--- src/rtl/core/eps_pkg.sv ---
// Shared widths, constants, register codes and stage payload types.
// No dependencies; used by every module of the speed drive block.
package eps_pkg;

  localparam int WINDOW_LEN_DEF = 5;
  localparam int WINDOW_LEN_MAX = 16;

  localparam int RAW_W    = 16;
  localparam int PULSE_W  = RAW_W + 1;
  localparam int SUM_W    = PULSE_W + $clog2(WINDOW_LEN_MAX);
  localparam int MAG_W    = SUM_W - 1;
  localparam int NUM_W    = MAG_W + 8;
  localparam int RECIP_W  = NUM_W + 1;
  localparam int SPEED_W  = 20;
  localparam int QUOT_W   = SPEED_W - 1;
  localparam int TARGET_W = 14;
  localparam int GAIN_W   = 16;
  localparam int GAIN100_W = GAIN_W + 7;
  localparam int DATA_W   = 16;
  localparam int DELTA_W  = SPEED_W + 1;
  localparam int PROD_W   = DELTA_W + GAIN100_W;
  localparam int CFG_IDX_W = 3;

  localparam int COUNTS_PER_REV  = 5200;
  localparam int SPEED_SCALE_NUM = 64000;
  localparam int SCALE_GCD       = 400;
  localparam int SPEED_MUL       = SPEED_SCALE_NUM / SCALE_GCD;
  localparam int SPEED_DIV       = COUNTS_PER_REV / SCALE_GCD;
  localparam int DRIVE_GAIN      = 100;
  localparam int PULSE_MAX       = 32768;
  localparam int SPEED_LIMIT     = (PULSE_MAX * SPEED_MUL + SPEED_DIV / 2) / SPEED_DIV;

  localparam int TARGET_RST = 179;
  localparam int GAIN_RST   = 256;
  localparam int DMIN_RST   = 500;
  localparam int DMAX_RST   = 5000;
  localparam int PERIOD_RST = 40000;

  typedef enum logic [CFG_IDX_W-1:0] {
    CFG_TARGET_SPEED = 3'd0,
    CFG_PROP_GAIN    = 3'd1,
    CFG_DRIVE_MIN    = 3'd2,
    CFG_DRIVE_MAX    = 3'd3,
    CFG_PWM_PERIOD   = 3'd4
  } cfg_idx_t;

  typedef struct packed {
    logic signed [TARGET_W-1:0]  target_speed;
    logic signed [GAIN100_W-1:0] gain100;
    logic [DATA_W-1:0]           drive_min;
    logic [DATA_W-1:0]           drive_max;
    logic [DATA_W-1:0]           pwm_period;
  } cfg_t;

  typedef struct packed {
    logic signed [SUM_W-1:0] sum;
    logic                    on;
  } s1_t;

  typedef struct packed {
    logic signed [SPEED_W-1:0] speed;
    logic                      on;
  } s2_t;

endpackage

--- src/rtl/core/eps_drive.sv ---
// Drive stages: gain multiply, then clamp and PWM compare into the result register.
// Depends on eps_pkg and the register bank output.
module eps_drive (
  input  logic                               clk,
  input  logic                               rst_n,
  input  eps_pkg::cfg_t                      cfg,
  input  logic                               s2_valid,
  output logic                               s2_ready,
  input  eps_pkg::s2_t                       s2_data,
  output logic                               out_valid,
  input  logic                               out_ready,
  output logic [eps_pkg::DATA_W-1:0]         out_compare_value,
  output logic [eps_pkg::DATA_W-1:0]         out_drive_value,
  output logic signed [eps_pkg::SPEED_W-1:0] out_avg_speed
);

  localparam int DW = eps_pkg::DATA_W;
  localparam int PW = eps_pkg::PROD_W;

  logic signed [eps_pkg::DELTA_W-1:0]  delta;
  logic signed [PW-1:0]                prod_nxt;
  logic signed [PW-1:0]                prod_r;
  logic signed [eps_pkg::SPEED_W-1:0]  speed_r;
  logic                                on_r;
  logic                                mul_valid_r;
  logic                                mul_ready;

  logic signed [PW-1:0]                lo;
  logic signed [PW-1:0]                hi;
  logic signed [PW-1:0]                p_lo;
  logic signed [PW-1:0]                p_hi;
  logic [DW-1:0]                       drive;
  logic [DW-1:0]                       cmp;

  logic                                out_valid_r;
  logic [DW-1:0]                       cmp_r;
  logic [DW-1:0]                       drive_r;
  logic signed [eps_pkg::SPEED_W-1:0]  avg_r;

  assign mul_ready = !out_valid_r || out_ready;
  assign s2_ready  = !mul_valid_r || mul_ready;

  assign delta    = eps_pkg::DELTA_W'($signed(cfg.target_speed))
                  - eps_pkg::DELTA_W'($signed(s2_data.speed));
  assign prod_nxt = delta * $signed(cfg.gain100);

  always_ff @(posedge clk) begin
    if (!rst_n) begin
      mul_valid_r <= 1'b0;
    end else if (s2_ready) begin
      mul_valid_r <= s2_valid;
    end
  end

  always_ff @(posedge clk) begin
    if (s2_valid && s2_ready) begin
      prod_r  <= prod_nxt;
      speed_r <= s2_data.speed;
      on_r    <= s2_data.on;
    end
  end

  assign lo    = PW'({1'b0, cfg.drive_min, {DW{1'b0}}});
  assign hi    = PW'({1'b0, cfg.drive_max, {DW{1'b0}}});
  assign p_lo  = (prod_r < lo) ? lo : prod_r;
  assign p_hi  = (p_lo > hi) ? hi : p_lo;
  assign drive = p_hi[2*DW-1:DW];

  always_comb begin
    if (!on_r) begin
      cmp = cfg.pwm_period;
    end else if (drive > cfg.pwm_period) begin
      cmp = '0;
    end else begin
      cmp = cfg.pwm_period - drive;
    end
  end

  always_ff @(posedge clk) begin
    if (!rst_n) begin
      out_valid_r <= 1'b0;
    end else if (mul_ready) begin
      out_valid_r <= mul_valid_r;
    end
  end

  always_ff @(posedge clk) begin
    if (mul_valid_r && mul_ready) begin
      cmp_r   <= cmp;
      drive_r <= drive;
      avg_r   <= speed_r;
    end
  end

  assign out_valid         = out_valid_r;
  assign out_compare_value = cmp_r;
  assign out_drive_value   = drive_r;
  assign out_avg_speed     = avg_r;

endmodule

--- config.mk ---
export PLATFORM = sky130hd
export DESIGN_NAME = eps_drive
export DESIGN_NICKNAME = d
export VERILOG_FILES = /design/src/rtl/core/eps_pkg.sv /design/src/rtl/core/eps_drive.sv
export SDC_FILE = /design/constraint.sdc
export NUM_CORES = 2
export LEC_CHECK = 0
export BUFFER_PORTS_ARGS = -buffer_cell sky130_fd_sc_hd__buf_4
export CORE_MARGIN = 4
export CORE_UTILIZATION = 25
export DETAILED_ROUTE_END_ITERATION = 7
export SLEW_MARGIN = 20
export SYNTH_ARGS = -nofsm -noshare
export SYNTH_HDL_FRONTEND = slang
export SYNTH_SLANG_ARGS = --single-unit
--- constraint.sdc ---
create_clock -name clk -period 12.5 [get_ports clk]
set_input_delay 1.25 -clock clk [delete_from_list [all_inputs] [get_ports clk]]
set_output_delay 1.25 -clock clk [all_outputs]
set_load 0.01 [all_outputs]
; ---- After elaboration in Yosys (flattened, before gate mapping)
; Cells that the tools add are included.
[totals]
reg_bits = 119
latchBits = 0
ramBits = 0
rom_bits = 0
in_bits = 110
word_cells = 24
memories = 0
[classes]
addsub = 2
multipliers = 1
n_div = 0
order_cmp = 3
n_eq_ne = 0
shifts = 0
mux = 4
bitwise = 0
reduce_logical = 6
[ops]
columns = op, count
row1 = > comparator 44 x 33 -> 1 bit, 1
row2 = < comparator 44 x 33 -> 1 bit, 1
row3 = multiplier 21 x 23 -> 44 bit, 1
row4 = 2-to-1 mux 44 bit, 1
row5 = 2-to-1 mux 16 bit, 2
row6 = 2-to-1 mux 32 bit, 1
row7 = subtractor 14 x 20 -> 21 bit, 1
row8 = > comparator 16 bit, 1
row9 = subtractor 16 bit, 1
row10 = logical AND 1 bit, 2
row11 = zero test 1 bit, 2
row12 = logical OR 1 bit, 2

; ---- Depth between registers and ports, before layout
[depth]
word_depth = 7
depth_mapped = 38
depth_no_buf = 37

; ---- Worst setup path after synthesis
; OpenSTA, ideal clock, no wires.
[synth_timing]
path_kind = input-to-reg
from = in cfg[71] (netlist name)
to = reg prod_r[41], data pin
setup_ns = 0.258
t_arrival_ns = 9.213
slack_ns = 3.029
stages = 34
n_path_buf = 1
path_cell_list = inv_1 -> ha_1 -> inv_1 -> fa_1 -> a21o_1 -> a21oi_1 -> o21ai_1 -> a41oi_1 -> nor2_1 -> o21a_1 -> nor2_1 -> xnor2_1 -> clkbuf_1 -> nand2_1 -> fa_1 -> inv_1 -> fa_1 -> fa_1 -> fa_1 -> fa_1 -> fa_1 -> inv_1 -> fa_1 -> inv_1 -> ha_1 -> a21o_1 -> a21o_1 -> a2111oi_0 -> o22ai_1 -> nor2_1 -> o211ai_1 -> a31o_2 -> a21oi_1 -> xnor2_1
[synth_between]
elab_chain_len = 2
[synth_rtl]
columns = item, line_no
row1 = from (decl), eps_drive.sv:6  ; input eps_pkg::cfg_t cfg,
row2 = subtractor 14 x 20 -> 21 bit, eps_drive.sv:44  ; - eps_pkg::DELTA_W'($signed(s2_data.speed));
row3 = multiplier 21 x 23 -> 44 bit, eps_drive.sv:45  ; assign prod_nxt = delta * $signed(cfg.gain100);
row4 = via prod_nxt[41], eps_drive.sv:21  ; logic signed [PW-1:0] prod_nxt;
row5 = to (signal assigned), eps_drive.sv:57  ; prod_r <= prod_nxt;
row6 = to (decl), eps_drive.sv:22  ; logic signed [PW-1:0] prod_r;
; The timed path passes the listed nets, and every way through them passes these cells.
; A chain may end at the register's enable or synchronous reset.

; ---- Final worst setup path
; Same ends and word-level chain as after synthesis.

==> results.tsv <==
metric	value	unit
# fillers	10200	
Top cell by count, worst path	fa_1	
post-CTS setup buffer count	0	
Worst R2R Setup Slack	4.41	ns
CTS root buffer	clkbuf_16	
largest net degree at the start of global routing	66	
CTS resizes	0	
Clock Path Buffers	2	
HP Class	reg2reg	
commonest cells after routing, fill and taps aside	638 x inv_1, 499 x fa_1, 350 x nand2_1, 184 x buf_4, 183 x ha_1	
final-report setup violation count	0	
Overall Global Routing Usage	0.131	
Setup TNS Final	0	ns
num ports	164	
Slew @ Worst Pin	1.15	ns
vias in the first global route	18700	
share of layout cells above drive strength 1	0.111	
grt total ovfl	0	
Worst Setup End Kind	flip-flop	
Crit-path slowest cell	a21oi_1	
later-pin clock latency in the skew report	0.44	ns
fin nets	3417	
vias	17200	
Starting Density	0.252	
status	finished, final reports clean	
post-detail-place hpwl	52200	µm
Post-Syn Area	0.0244	mm²
routability congestion estimate	0.839	
WS Path Type	in2reg	
cell row count	114	
die area	0.102	mm²
Max-slew headroom	0.232	
commonest non-fill, non-tap cell in the layout	inv_1	
Syn-to-layout area delta	13.7	%
Main synth FF type	edfxtp_1	
startpoint types	primary input	
Chip Height	320	µm
sequential area share after synthesis	0.146	
beginning of the critical path	cfg[71]	
Die X	320	µm
DRT Wirelength	65500	µm
Async SR Flop Fraction	0	
Avg Inst Size Synth	9.67	µm²
WL/cell	16.7	µm
hold path start	speed_r[8]$_DFFE_PP_	
RSZ-0062 raised after global routing	false	
post-synth net total	3312	
CTS tree	done	
final hold violations	0	
flop and latch count out of synthesis	119	
Syn Inst Count	2520	
synth warn	0	
post-route ant nets	0	
Critical Path RT	12.69	ns
fmax	0.0919	GHz
Reg clk slew, reported paths	0.06	ns
max-slew violations	0	
DRT iter0 DRCs	1127	
Setup Skew	0.00833	ns
Core Region	0.0967	mm²
DR pass1 iterations	5	
CTS H-Tree Depth	4	
Worst Path Max Fanout	24	
Final Cycle Share	0.870	
Post-synth EDFFs	117	
arrival time worst endpoint	11.07	ns
via/cell ratio	4.40	
initial antenna violation count	6	
Clock Sinks	119	
first-pass GRT wire length	106000	µm
DRC errors left	0	
Max-Cap Viols	0	
max incr delay on CP	0.74	ns
Tmin final	10.88	ns
Port Buffer Count	163	
Post-CTS Hold Fix Bufs	0	
R2R Path Start	prod_r[17]$_DFFE_PP_	
Inserted Clock Buffers	17	
Distinct cells, synth	66	
-- sequential cells by signal, indices dropped and copies added (netlist names) --
signal             cells
prod_r                44
out_compare_value     16
speed_r               20
out_avg_speed         20
out_valid              1
out_drive_value       16
on_r                   1
mul_valid_r            1
-- synthesized netlist by cell type (all sizes together), types with 4 or more instances --
library cell	instances	share of area
a211o	4	0.0014
a211oi	5	0.0017
a21boi	4	0.0014
a21o	35	0.011
a21oi	60	0.012
a311oi	4	0.0014
a31oi	10	0.0026
and2	127	0.033
and3	6	0.0015
buf	11	0.0026
clkbuf	87	0.013
edfxtp	117	0.14
fa	499	0.41
ha	183	0.094
inv	638	0.098
mux2	31	0.014
mux2i	17	0.0070
nand2	350	0.054
nand2b	30	0.0077
nand3	12	0.0025
nand4	11	0.0028
nor2	44	0.0068
nor2b	15	0.0039
nor3	9	0.0018
nor4	10	0.0028
o211ai	4	0.0012
o21a	12	0.0037
o21ai	40	0.0084
o21bai	13	0.0040
o22ai	15	0.0064
o31ai	6	0.0032
or2	8	0.0021
xnor2	54	0.020
xor2	20	0.0072
-- layout make-up --
cell class	count	area, µm²	area share
clock buffers	18	429	0.0155
inverters	638	2390	0.0865
diodes	2	5.00	0.000181
flip-flops and latches	119	3550	0.128
repair buffers	184	1380	0.0499
multi-input cells	1665	18200	0.658
well taps	1276	1600	0.0577
clock inverters	14	115	0.00416
-- logic make-up after synthesis --
group | share of synthesized area
buffers and inverters | 0.114
AO/OA/AOI/OAI | 0.0662
adder cells (fa/ha/maj) | 0.504
XOR/XNOR | 0.0269
multiplexers | 0.0213
flip-flops | 0.146
AND/OR/NAND/NOR | 0.121
-- per-layer routing --
layer / part of all wire / GRT usage / vias to the layer above
met5: 0.00072 / 0 / -
met4: 0.025 / 0.0412 / 8
met3: 0.063 / 0.0230 / 94
met2: 0.49 / 0.223 / 486
met1: 0.43 / 0.170 / 8816
li1: - / - / 7830
-- through the flow --
stage / util / worst slack [ns] / instance area [µm²] / cells / hold slack (ns)
3_5_place_dp: 0.281 / 1.19 / 27100 / 3882 / 0.405
5_1_grt: 0.286 / 1.13 / 27700 / 3915 / 0.422
2_1_floorplan: - / 3.03 / 24400 / 2520 / 0.400
3_3_place_gp: 0.280 / 1.33 / 27100 / 3882 / 0.401
4_1_cts: 0.286 / 1.63 / 27700 / 3914 / 0.419
6_report: 0.286 / 1.62 / 27700 / 3916 / 0.419
-- final timing paths --
path | end | depth (start not counted)
worst max-delay path | prod_r[41]$_DFFE_PP_ | 34
worst min-delay path | out_avg_speed[8]$_DFFE_PP_ | 0
worst max register to register | out_compare_value[1]$_DFFE_PP_ | 32
worst min register to register | out_avg_speed[8]$_DFFE_PP_ | 0
-- critical path, delay by kind of cell --
kind | cells | cell delay [ns]
AOI/OAI and AO/OA | 12 | 3.65
xor gates and xnor gates | 2 | 0.43
adders and majority gates | 10 | 4.47
buffers and inverters | 6 | 0.37
and+or+nand+nor | 4 | 0.84
Power is not shown: default switching activity piles up to over one toggle a cycle in this logic, so the estimate is an artifact.
