## src/rtl/core/eps_pkg.sv

```systemverilog
// Shared widths, constants, register codes and stage payload types.
// No dependencies; used by every module of the speed drive block.
package eps_pkg;

  localparam int WINDOW_LEN_DEF = 5;
  localparam int WINDOW_LEN_MAX = 16;

  localparam int RAW_W    = 16;
  localparam int PULSE_W  = RAW_W + 1;
  localparam int SUM_W    = PULSE_W + $clog2(WINDOW_LEN_MAX);
  localparam int MAG_W    = SUM_W - 1;
  localparam int NUM_W    = MAG_W + 8;
  localparam int RECIP_W  = NUM_W + 1;
  localparam int SPEED_W  = 20;
  localparam int QUOT_W   = SPEED_W - 1;
  localparam int TARGET_W = 14;
  localparam int GAIN_W   = 16;
  localparam int GAIN100_W = GAIN_W + 7;
  localparam int DATA_W   = 16;
  localparam int DELTA_W  = SPEED_W + 1;
  localparam int PROD_W   = DELTA_W + GAIN100_W;
  localparam int CFG_IDX_W = 3;

  localparam int COUNTS_PER_REV  = 5200;
  localparam int SPEED_SCALE_NUM = 64000;
  localparam int SCALE_GCD       = 400;
  localparam int SPEED_MUL       = SPEED_SCALE_NUM / SCALE_GCD;
  localparam int SPEED_DIV       = COUNTS_PER_REV / SCALE_GCD;
  localparam int DRIVE_GAIN      = 100;
  localparam int PULSE_MAX       = 32768;
  localparam int SPEED_LIMIT     = (PULSE_MAX * SPEED_MUL + SPEED_DIV / 2) / SPEED_DIV;

  localparam int TARGET_RST = 179;
  localparam int GAIN_RST   = 256;
  localparam int DMIN_RST   = 500;
  localparam int DMAX_RST   = 5000;
  localparam int PERIOD_RST = 40000;

  typedef enum logic [CFG_IDX_W-1:0] {
    CFG_TARGET_SPEED = 3'd0,
    CFG_PROP_GAIN    = 3'd1,
    CFG_DRIVE_MIN    = 3'd2,
    CFG_DRIVE_MAX    = 3'd3,
    CFG_PWM_PERIOD   = 3'd4
  } cfg_idx_t;

  typedef struct packed {
    logic signed [TARGET_W-1:0]  target_speed;
    logic signed [GAIN100_W-1:0] gain100;
    logic [DATA_W-1:0]           drive_min;
    logic [DATA_W-1:0]           drive_max;
    logic [DATA_W-1:0]           pwm_period;
  } cfg_t;

  typedef struct packed {
    logic signed [SUM_W-1:0] sum;
    logic                    on;
  } s1_t;

  typedef struct packed {
    logic signed [SPEED_W-1:0] speed;
    logic                      on;
  } s2_t;

endpackage

```

## src/rtl/core/eps_window.sv

```systemverilog
// Input stage: negate the encoder count, update the pulse ring and running sum.
// Depends on eps_pkg.
module eps_window #(
  parameter int WINDOW_LEN = eps_pkg::WINDOW_LEN_DEF
) (
  input  logic                       clk,
  input  logic                       rst_n,
  input  logic                       in_valid,
  output logic                       in_ready,
  input  logic [eps_pkg::RAW_W-1:0]  in_encoder_raw,
  input  logic                       in_motor_enable,
  input  logic                       in_load_request,
  input  logic [1:0]                 in_remote_switch,
  output logic                       s1_valid,
  input  logic                       s1_ready,
  output eps_pkg::s1_t               s1_data
);

  localparam int IDX_W = (WINDOW_LEN > 1) ? $clog2(WINDOW_LEN) : 1;
  localparam logic [IDX_W-1:0] LAST_IDX = IDX_W'(WINDOW_LEN - 1);

  logic signed [eps_pkg::PULSE_W-1:0] win_r [WINDOW_LEN];
  logic [IDX_W-1:0]                   idx_r;
  logic signed [eps_pkg::SUM_W-1:0]   sum_r;
  logic signed [eps_pkg::SUM_W-1:0]   sum_nxt;
  logic signed [eps_pkg::PULSE_W-1:0] pulse;
  logic                               valid_r;
  eps_pkg::s1_t                       data_r;
  logic                               accept;

  assign in_ready = !valid_r || s1_ready;
  assign accept   = in_valid && in_ready;

  assign pulse   = -$signed({in_encoder_raw[eps_pkg::RAW_W-1], in_encoder_raw});
  assign sum_nxt = sum_r + eps_pkg::SUM_W'(pulse) - eps_pkg::SUM_W'(win_r[idx_r]);

  always_ff @(posedge clk) begin
    if (!rst_n) begin
      for (int k = 0; k < WINDOW_LEN; k++) begin
        win_r[k] <= '0;
      end
      idx_r   <= '0;
      sum_r   <= '0;
      valid_r <= 1'b0;
    end else begin
      if (accept) begin
        win_r[idx_r] <= pulse;
        idx_r        <= (idx_r == LAST_IDX) ? '0 : idx_r + 1'b1;
        sum_r        <= sum_nxt;
      end
      if (in_ready) begin
        valid_r <= in_valid;
      end
    end
  end

  always_ff @(posedge clk) begin
    if (accept) begin
      data_r.sum <= sum_nxt;
      data_r.on  <= in_motor_enable && in_load_request && (in_remote_switch == 2'd1);
    end
  end

  assign s1_valid = valid_r;
  assign s1_data  = data_r;

endmodule

```

## config.mk

```make
export PLATFORM = sky130hd
export DESIGN_NAME = eps_window
export DESIGN_NICKNAME = d
export VERILOG_FILES = /design/src/rtl/core/eps_pkg.sv /design/src/rtl/core/eps_window.sv
export SDC_FILE = /design/constraint.sdc
export NUM_CORES = 1
export LEC_CHECK = 0
export ABC_CLOCK_PERIOD_IN_PS = 4200
export BUFFER_PORTS_ARGS = -buffer_cell sky130_fd_sc_hd__buf_2
export CAP_MARGIN = 20
export CORE_ASPECT_RATIO = 0.5
export CORE_MARGIN = 8
export CORE_UTILIZATION = 35
export CTS_CLUSTER_DIAMETER = 60
export DETAILED_ROUTE_END_ITERATION = 8
export PLACE_DENSITY_LB_ADDON = 0.05
export SYNTH_ARGS = -nofsm -noshare
export SYNTH_HDL_FRONTEND = slang
export SYNTH_SLANG_ARGS = --single-unit
export TNS_END_PERCENT = 30
```

## constraint.sdc

```tcl
create_clock -name clk -period 4.2 [get_ports clk]
set_input_delay 0.63 -clock clk [delete_from_list [all_inputs] [get_ports clk]]
set_output_delay 0.63 -clock clk [all_outputs]
set_load 0.01 [all_outputs]
```

; Yosys cells after proc, flatten, opt, wreduce, memory -nomap -nowiden
; Memories as Yosys holds them, arrays and structs flattened. A register that Yosys moved wholly into a read port is not among the register bits.
; Index checks and enable logic that the tools add are counted.
[op_classes]
n_addsub = 4
multipliers = 0
div_mod_pow = 0
magnitude_cmp = 0
n_eq_ne = 2
shift = 0
n_mux = 10
bitwise = 0
reduce_logical = 6
[op_table]
columns = op, n
row1 = $add A21 B17 Y21, 1
row2 = $sub A21 B17 Y21, 1
row3 = $mux W17, 1
row4 = $neg A16 Y17, 1
row5 = $reduce_or A17 Y1, 1
row6 = $mux W3, 4
row7 = $mux W1, 5
row8 = $add A3 B1 Y3 const B, 1
row9 = $eq A3 B3 Y1 const B, 1
row10 = $logic_and A1 B1 Y1, 3
row11 = $eq A2 B1 Y1 const B, 1
row12 = $logic_not A1 Y1, 1
row13 = $logic_or A1 B1 Y1, 1
[word_totals]
ff_bits = 47
latchBits = 0
mem_bits_rw = 85
rom_bits = 0
inputBits = 24
out_inout_bits = 24
word_cells = 28
n_memories = 1
[memory_table]
columns = name, words, word_bits, rd, rd_clocked_by_memory_dff, write_ports, line_no
row1 = win_r, 5, 17, 1, 1, 5, eps_window.sv:22  ; logic signed [eps_pkg::PULSE_W-1:0] win_r [WINDOW_LEN];

; Logic depth before layout (Yosys ltp)
; Gate-level depths: netlist of the first run.
[depth]
depth_word = 8
mapped_depth = 16
mapped_depth_nobuf = 15

; Worst setup path after synthesis of the first run
; Ideal clock, no wire load.
[synth_timing]
path_type = input to register
from = input port in_encoder_raw[8] in the netlist's numbering
to = register data_r (netlist bit s1_data[20]), data pin
setup_ns = 0.262
t_arrival_ns = 4.045
required_time_ns = 3.938
path_slack_ns = -0.107
path_stages = 14
path_buffers = 1
path_cell_list = or4_1 nor2_1 nand2_1 xnor2_1 fa_1 inv_1 ha_1 clkbuf_1 a21o_1 a21oi_1 o221ai_1 nor3_1 a21oi_1 xor2_1
[synth_between]
elab_chain_cells = 3
[synth_rtl]
columns = item, line_no
row1 = start: declaration, eps_window.sv:10  ; input logic [eps_pkg::RAW_W-1:0] in_encoder_raw,
row2 = $neg A16 Y17, eps_window.sv:34  ; assign pulse = -$signed({in_encoder_raw[eps_pkg::RAW_W-1], in_encoder_raw});
row3 = $add A21 B17 Y21, eps_window.sv:35  ; assign sum_nxt = sum_r + eps_pkg::SUM_W'(pulse) - eps_pkg::SUM_W'(win_r[idx_r]);
row4 = $sub A21 B17 Y21, eps_window.sv:35
row5 = via sum_nxt (one bit), eps_window.sv:25  ; logic signed [eps_pkg::SUM_W-1:0] sum_nxt;
row6 = end: declaration, eps_window.sv:28  ; eps_pkg::s1_t data_r;
; The timed path passes the listed nets, and every way through them passes these cells.
; A chain may end at the register's enable or synchronous reset.

; Final worst setup path of the first run
[layout_timing]
from = input port in_encoder_raw[4] in the netlist's numbering
to = register sum_r[19] in the netlist's numbering
[layout_between]
elab_chain_cells = 3
[layout_rtl]
columns = item, line_no
row1 = $neg A16 Y17, eps_window.sv:34
row2 = $add A21 B17 Y21, eps_window.sv:35
row3 = $sub A21 B17 Y21, eps_window.sv:35
row4 = end signal: assignment, eps_window.sv:49  ; sum_r <= sum_nxt;
row5 = end: declaration, eps_window.sv:24  ; logic signed [eps_pkg::SUM_W-1:0] sum_r;
; Every way passes these cells.

==> metrics.md, run 1 <==
| Metric | Value |
|---|---|
| Power density cells | 590.1 nW/um2 |
| Number of enable flip-flop cells after synthesis | around 160 |
| Synthesized Nets | approximately 840 |
| Final-layout setup total negative slack | 0 ns |
| Type of the tightest min-delay check | primary input to flop |
| Total number of H-tree levels | 4 |
| Number of nets still failing antenna checks after routing | 0 |
| Detailed Route Iter0 Violations | just over 400 |
| Worst slew pin tran | 0.9538 ns |
| Core Area | 26,540 um2 |
| Max Clock Skew | 0.01449 ns |
| DRC violations left | 0 |
| Maximum root-to-sink buffer count | 2 |
| Antenna violations before repair | 0 |
| Global router's overall resource usage | 16.61% |
| Wire length of the first global-routing pass | slightly above 40 mm |
| Status | completed |
| Final hold violations | 0 |
| Total of hold buffers inserted after clock tree synthesis | 0 |
| Row count | 42 |
| Post-DP HPWL | 19.11 mm |
| Total congestion overflow after global routing | 0 |
| Final net count | 1,000 |
| Number of post-CTS setup repair buffers | 0 |
| Final weighted congestion in routability-driven placement | 0.7886 |
| Clock transition time at the flip-flop clock pins of the worst setup and hold paths | 0.07 ns |
| Area added between synthesis and finish | 23.50% |
| Maximum vdd ir drop | 310.7 uV |
| Portion of the clock cycle consumed by the worst path in the final layout | between 90 and 100% |
| Most frequent cell after synthesis | edfxtp_1 |
| Fmax achieved | 249.1 MHz |
| Pin count of the biggest net entering global routing | 36 |
| Final cell utilization of the core | approximately 44% |
| Unrepaired setup endpoints after global routing | no |
| Overall power | 6906 uW |
| Clock tree from TritonCTS | built |
| Area enclosed by the die boundary | 32,910 um2 |
| Io pins | 48 |
| Synth Flop Type | edfxtp_1 |
| Wirelength per Cell | about 21 um |
| Post-Syn Area per Cell | 12.34 um2 |
| Largest fanout on the critical path | 5 |
| Vertical die dimension | 132.3 um |
| Number of setup violations in the final report | 0 |
| Area taken by flip-flops and latches | roughly 5300 um2 |
| Distinct cell type count after synthesis | 55 |
| Mapped cell area | 9475 um2 |
| Port-buffer cells | 47 |
| Worst Setup Slack, final | 0.1861 ns |
| Final min period | 4.014 ns |
| Post-Place Setup Slack | -0.3296 ns |
| Worst Setup Start Kind | primary input |
| Number of clock buffers inserted by TritonCTS | 17 |
| Cell type with the highest aggregate area in the netlist | edfxtp_1 |
| Total area of multi-input combinational cells | 3771 um2 |
| Required time at the worst-slack endpoint | 4.59 ns |
| Mean number of vias per cell | 5.030 |
| Static leakage | about 0.0047 uW |
| Max-cap check violation count | 0 |
| Sequential share of the synthesized area | 55.99% |
| Via count | 6,509 |
| Clock latency on the worst-skew pair | 0.45 ns |
| Largest cells by area after synthesis | edfxtp_1 (50%), mux4_2 (8.1%), dfxtp_1 (5.9%) |
| Initial DRT Pass Iterations | 5 |
| Ratio of cells with drive above 1 in the final layout | 30.25% |
| Starting utilization of the core area | 35.70% |
| Root buffer cell | clkbuf_16 |
| Setup Crit Path Kind | primary input to flop |
| Smallest hold slack | ~0.42 ns |
| Type of element capturing the critical path | flop |
| Post-Route WL | 26.73 mm |
| Relative slew margins | 36.34% |
| Diode count | 0 |
| Flip-flop and latch count after synthesis | 186 |
| Via count of the first global-routing pass | around 6,600 |
| Data arrival time of the worst path | 4.40 ns |
| Synth top area share | 50.07% |
| Slew Viols, Final | 0 |
| Post-synthesis cell count | 768 |
| FFs w/ async S/R, synth | 0% |
| Final-layout fill cell count | 2,475 |
| Chip Width | 248.7 um |
| Synthesis warning total | 0 |
| TritonCTS Sinks | approximately 190 |
| Commonest cells post-synth | edfxtp_1 (158), nor2_1 (112), inv_1 (87) |
-- logic make-up after synthesis --
| logic type | share of synthesized area, % |
|---|---|
| fa+ha+maj | 7.395 |
| simple gates | 12.08 |
| xor+xnor | 3.446 |
| flops | 55.99 |
| mux | 10.10 |
| buf+inv | 5.057 |
| compound gates | 5.929 |
-- cells in the final DEF, fill, tap and decap left out, drive strengths merged, types with 20 or more instances in the layout --
cell and count:
ha 24, nand3 25, edfxtp 158, nand2 38
xnor2 20, nor2 112, fa 20, dfxtp 28
inv 90, a21oi 35, buf 182, mux4 34
-- through the flow --
stage | instances | area [um2]
floorplan | 768 | 9488
global placement | 1265 | 11080
detailed placement | 1265 | 11080
CTS | 1294 | 11640
global route | 1294 | 11700
finish | 1294 | 11700
-- area by class of cell --
type,count,area share (%)
Timing Repair Buffer,182,11.16
Inverter,87,2.791
Multi-Input combinational cell,458,32.22
Tap cell,352,3.763
Sequential cell,186,45.34
Clock inverter,11,1.048
Clock buffer,18,3.667
-- where the power goes --
group	switching, uW	internal, uW
sequential	72.1	2320
combinational	1570	1360
clock	715	867
total	2360	4550
-- registers in the layout, indices dropped and copies added (netlist names), named ones only --
name	flops
sum_r	21
win_r	136
s1_valid	1
idx_r	3
s1_data	22
-- routing by layer --
metal  global-route usage [%]  wire length (um)  share of wire [%]  up-vias
met5                        0                 0                  0        -
met3                    3.168              1074                4.0       16
met2                    23.70             11200                 42      116
met4                    4.722               281                1.1        0
met1                    25.06             14180                 53     3294
li1                         -                 -                  -     3083
-- worst paths after layout --
check,from,end,slack (ns),cells past startpoint
setup / recovery,in_encoder_raw[4],sum_r[19],0.19,17
hold / removal,in_valid,s1_valid,0.42,3
setup reg to reg,flop,s1_data[12],0.21,16
hold reg to reg,sum_r[10],sum_r[10],0.46,2
-- critical path: stages --
cell	delay, ns
buf_2	0.10
or3_1	0.39
or4_4	0.49
buf_4	0.16
nor3_2	0.12
xor2_1	0.09
buf_4	0.16
fa_1	0.50
inv_1	0.04
ha_1	0.37
nand4_1	0.17
or2_2	0.36
a211oi_1	0.24
nor3_2	0.10
buf_4	0.16
a211o_1	0.25
nand3_1	0.06
-- timing repair --
| action | 4_1_cts | 5_1_grt |
|---|---|---|
| setup endpoints to repair | 10 | 17 |
| cloned | 0 | 0 |
| pin swaps | 1 | 3 |
| gates resized for setup | 2 | 14 |
(Power assumes the default switching activity.)
==> run 2: changes to the inputs <==
--- a/config.mk
+++ b/config.mk
@@ -5,6 +5,7 @@
 export SDC_FILE = /design/constraint.sdc
 export NUM_CORES = 1
 export LEC_CHECK = 0
+export ABC_AREA = 1
 export ABC_CLOCK_PERIOD_IN_PS = 4200
 export BUFFER_PORTS_ARGS = -buffer_cell sky130_fd_sc_hd__buf_2
 export CAP_MARGIN = 20
@@ -13,7 +14,7 @@
 export CORE_UTILIZATION = 35
 export CTS_CLUSTER_DIAMETER = 60
 export DETAILED_ROUTE_END_ITERATION = 8
-export PLACE_DENSITY_LB_ADDON = 0.05
+export PLACE_DENSITY = 0.61
 export SYNTH_ARGS = -nofsm -noshare
 export SYNTH_HDL_FRONTEND = slang
 export SYNTH_SLANG_ARGS = --single-unit
==> metrics.md, run 2 <==
| Metric | Value |
|---|---|
| Max-cap check violation count | 0 (unchanged) |
| Final weighted congestion in routability-driven placement | 0.8873 (was 0.7886) |
| Starting utilization of the core area | 35.28% (was 35.70%) |
| Commonest cells post-synth | nor2_1 (235), inv_1 (163), edfxtp_1 (158) (was edfxtp_1 (158), nor2_1 (112), inv_1 (87)) |
| Mean number of vias per cell | 4.936 (was 5.030) |
| Ratio of cells with drive above 1 in the final layout | 12.06% (was 30.25%) |
| Overall power | 6590 uW (was 6906 uW) |
| FFs w/ async S/R, synth | 0% (unchanged) |
| Clock transition time at the flip-flop clock pins of the worst setup and hold paths | 0.09 ns (was 0.07 ns) |
| Post-Place Setup Slack | -0.004944 ns (was -0.3296 ns) |
| Final net count | 1,191 (was 1,000) |
| Power density cells | 589.7 nW/um2 (was 590.1 nW/um2) |
| Worst slew pin tran | 1.069 ns (was 0.9538 ns) |
| Synthesis warning total | 0 (unchanged) |
| Mapped cell area | 9681 um2 (was 9475 um2) |
| Total number of H-tree levels | 4 (unchanged) |
| Relative slew margins | 28.71% (was 36.34%) |
| Static leakage | 0.004828 uW (was 0.004716 uW) |
| Cell type with the highest aggregate area in the netlist | edfxtp_1 (unchanged) |
| Most frequent cell after synthesis | nor2_1 (was edfxtp_1) |
| Clock latency on the worst-skew pair | 0.44 ns (was 0.45 ns) |
| Synthesized Nets | 1,127 (was 836) |
| Sequential share of the synthesized area | 54.80% (was 55.99%) |
| Post-Route WL | 25.30 mm (was 26.73 mm) |
| Setup Crit Path Kind | flop to flop (was primary input to flop) |
| Row count | 43 (was 42) |
| Final cell utilization of the core | 40.73% (was 44.10%) |
| DRC violations left | 0 (unchanged) |
| Data arrival time of the worst path | 4.27 ns (was 4.40 ns) |
| Maximum vdd ir drop | 268.5 uV (was 310.7 uV) |
| Number of post-CTS setup repair buffers | 0 (unchanged) |
| Synth Flop Type | edfxtp_1 (unchanged) |
| Io pins | 48 (unchanged) |
| Clock tree from TritonCTS | built (unchanged) |
| Fmax achieved | 253.9 MHz (was 249.1 MHz) |
| Complex-gate fraction of the synthesized area | 9.836% (was 5.929%) |
| Required time at the worst-slack endpoint | 4.54 ns (was 4.59 ns) |
| Unrepaired setup endpoints after global routing | no (unchanged) |
| Worst Setup Slack, final | 0.2612 ns (was 0.1861 ns) |
| Pin count of the biggest net entering global routing | 50 (was 36) |
| Post-synthesis share of cell area spent on and, or, nand and nor gates | 18.26% (was 12.08%) |
| Leading cell type in the layout, fill and taps excluded | nor2_1 (was edfxtp_1) |
| Initial DRT Pass Iterations | 5 (unchanged) |
| Max FFs per register | 136 (unchanged) |
| Fraction of power spent switching nets | 39.08% (was 34.14%) |
| Chip Width | 251.2 um (was 248.7 um) |
| Flip-flop and latch count after synthesis | 186 (unchanged) |
| Sequential Power Share | 35.8% (was 34.7%) |
| Smallest hold slack | 0.4205 ns (was 0.4240 ns) |
| Final hold violations | 0 (unchanged) |
| Post-DP HPWL | 17.87 mm (was 19.11 mm) |
| Largest cells by area after synthesis | edfxtp_1 (49%), nor2_1 (9.1%), inv_1 (6.3%) (was edfxtp_1 (50%), mux4_2 (8.1%), dfxtp_1 (5.9%)) |
| Clock share of power | 26.5% (was 22.9%) |
| Number of setup violations in the final report | 0 (unchanged) |
| Synth top area share | 49.01% (was 50.07%) |
| Post-synthesis cell count | 1,059 (was 768) |
| Final min period | 3.939 ns (was 4.014 ns) |
| Root buffer cell | clkbuf_16 (unchanged) |
| Area added between synthesis and finish | 15.43% (was 23.50%) |
| Final-layout fill cell count | 2,667 (was 2,475) |
| Via count of the first global-routing pass | 7,072 (was 6,641) |
| Port-buffer cells | 47 (unchanged) |
| Internal Pwr Total | 4014 uW (was 4548 uW) |
| Post-Syn Area per Cell | 9.141 um2 (was 12.34 um2) |
| Wire length of the first global-routing pass | 39.68 mm (was 40.87 mm) |
| Total congestion overflow after global routing | 0 (unchanged) |
| Status | completed (unchanged) |
| Switching pwr | 2576 uW (was 2358 uW) |
| Maximum root-to-sink buffer count | 2 (unchanged) |
| Type of element capturing the critical path | flop (unchanged) |
| Via count | 7,389 (was 6,509) |
| Global router's overall resource usage | 15.21% (was 16.61%) |
| Detailed Route Iter0 Violations | 725 (was 410) |
| Largest family of logic cells by synthesized area | simple AND/OR/NAND/NOR gates (unchanged) |
| Max Clock Skew | 0.02252 ns (was 0.01449 ns) |
| Most frequent CP cell | inv_1 (was buf_4) |
| Slew Viols, Final | 0 (unchanged) |
| TritonCTS Sinks | 186 (unchanged) |
| Distinct cell type count after synthesis | 37 (was 55) |
| Type of the tightest min-delay check | primary input to flop (unchanged) |
| Vertical die dimension | 133.6 um (was 132.3 um) |
| Number of enable flip-flop cells after synthesis | 158 (unchanged) |
| Fraction of synthesized area in multiplexers | 0% (was 10.10%) |
| Share of power burned in combinational logic | 37.7% (was 42.4%) |
| Worst Setup Start Kind | flop (was primary input) |
| Share of synthesized cell area in full adder, half adder and majority cells | 7.238% (was 7.395%) |
| Number of nets still failing antenna checks after routing | 0 (unchanged) |
| Core Area | 27,440 um2 (was 26,540 um2) |
| Crit-path slowest cell | fa_1 (unchanged) |
| Largest stage delay on the critical path | 0.41 ns (was 0.50 ns) |
| Commonest cells after routing, fill and taps aside | nor2_1 (235), inv_1 (163), edfxtp_1 (158) (was edfxtp_1 (158), buf_4 (130), nor2_1 (112)) |
| Wirelength per Cell | 16.90 um (was 20.66 um) |
| Post-synthesis share of cell area spent on xor and xnor gates | 1.990% (was 3.446%) |
| Area enclosed by the die boundary | 33,560 um2 (was 32,910 um2) |
| Reg with most FFs | win_r (unchanged) |
| Critical hold path startpoint | in_encoder_raw[0] (was in_valid) |
| CP cell instances | inv_1, o21ai_0, o22ai_1, nor2_1, a31oi_1, ha_1, inv_1, ha_1, inv_1, fa_1, inv_1, nand2_1, o21ai_2, inv_1, o21bai_1, nand2_1, nand3_1, nand2_1, o21ai_0, inv_1 (was buf_2, or3_1, or4_4, buf_4, nor3_2, xor2_1, buf_4, fa_1, inv_1, ha_1, nand4_1, or2_2, a211oi_1, nor3_2, buf_4, a211o_1, nand3_1) |
| Antenna violations before repair | 3 (was 0) |
| Number of clock buffers inserted by TritonCTS | 17 (unchanged) |
| Largest fanout on the critical path | 10 (was 5) |
| Portion of the clock cycle consumed by the worst path in the final layout | 93.78% (was 95.57%) |
[run 2: changes by cell type in the layout (fill, tap and decap cells not counted), sizes merged, moves of 9 or more]
cell | before | now
nor2 | 112 | 238
buf | 182 | 83
nand2 | 38 | 133
inv | 90 | 173
o21ai | 8 | 89
mux4 | 34 | 0
mux2 | 17 | 0
nand3 | 25 | 42
o22ai | 0 | 16
xnor2 | 20 | 4
a31oi | 6 | 16
a21o | 9 | 0
a21oi | 35 | 44
[run 2: final cells by class]
cell class	count	area, um2	area share, %
Antenna cell	1	2.502	0.02239
Multi-Input combinational cell	671	3625	32.44
Timing Repair Buffer	83	521.8	4.669
Sequential cell	186	5306	47.49
Tap cell	360	450.4	4.031
Clock inverter	15	227.7	2.038
Clock buffer	17	425.4	3.807
Inverter	164	615.6	5.509
[run 2: final timing paths]
check	end	slack (ns)	cells past startpoint
setup / recovery	sum_r[16]	0.26	20
hold / removal	win_r[6][0]	0.42	1
setup reg to reg	sum_r[16]	0.26	20
hold reg to reg	sum_r[2]	0.50	2
[run 2: metrics by stage]
step	TNS, ns	std cells	instance area (um2)
2_1_floorplan	0	1059	9681
3_3_place_gp	0	1464	10510
3_5_place_dp	-0.004944	1464	10510
4_1_cts	0	1496	11160
5_1_grt	0	1497	11170
6_report	0	1497	11170
[run 2: routing by layer]
metal / track usage, % / part of all wire, % / vias to the layer above
met3: 3.052 / 6.9 / 34
met5: 0 / 0.063 / -
li1: - / - / 3593
met2: 23.26 / 45 / 244
met4: 4.345 / 1.6 / 4
met1: 21.63 / 47 / 3514
[run 2: cells by family after synthesis]
kind of cell             count (synthesis)
AO/OA/AOI/OAI                          175
XOR/XNOR                                19
adder cells (fa/ha/maj)                 44
buffers and inverters                  202
flip-flops                             186
AND/OR/NAND/NOR                        433
[run 2: worst max-delay path: cells and delay by family, from the launching register on]
family                   cells  cell delay [ns]
AO/OA/AOI/OAI                6             1.34
adder cells (fa/ha/maj)      3             0.96
buffers and inverters        6             0.69
AND/OR/NAND/NOR              5             0.47
flip-flops                   1             0.38
[run 2: power by group through the flow]
stage          Clock [uW]  Sequential (uW)  Combinational (uW)
2_1_floorplan           0             2460                1640
3_3_place_gp            0             2410                2450
3_5_place_dp            0             2410                2460
4_1_cts              1770             2370                2480
5_1_grt              1830             2380                2820
6_report             1740             2360                2480
[run 2: repair_timing]
item / 4_1_cts / 5_1_grt
hold buffers: 0 / 0
resized for setup: 0 / 2
setup endpoints to repair: 0 / 2
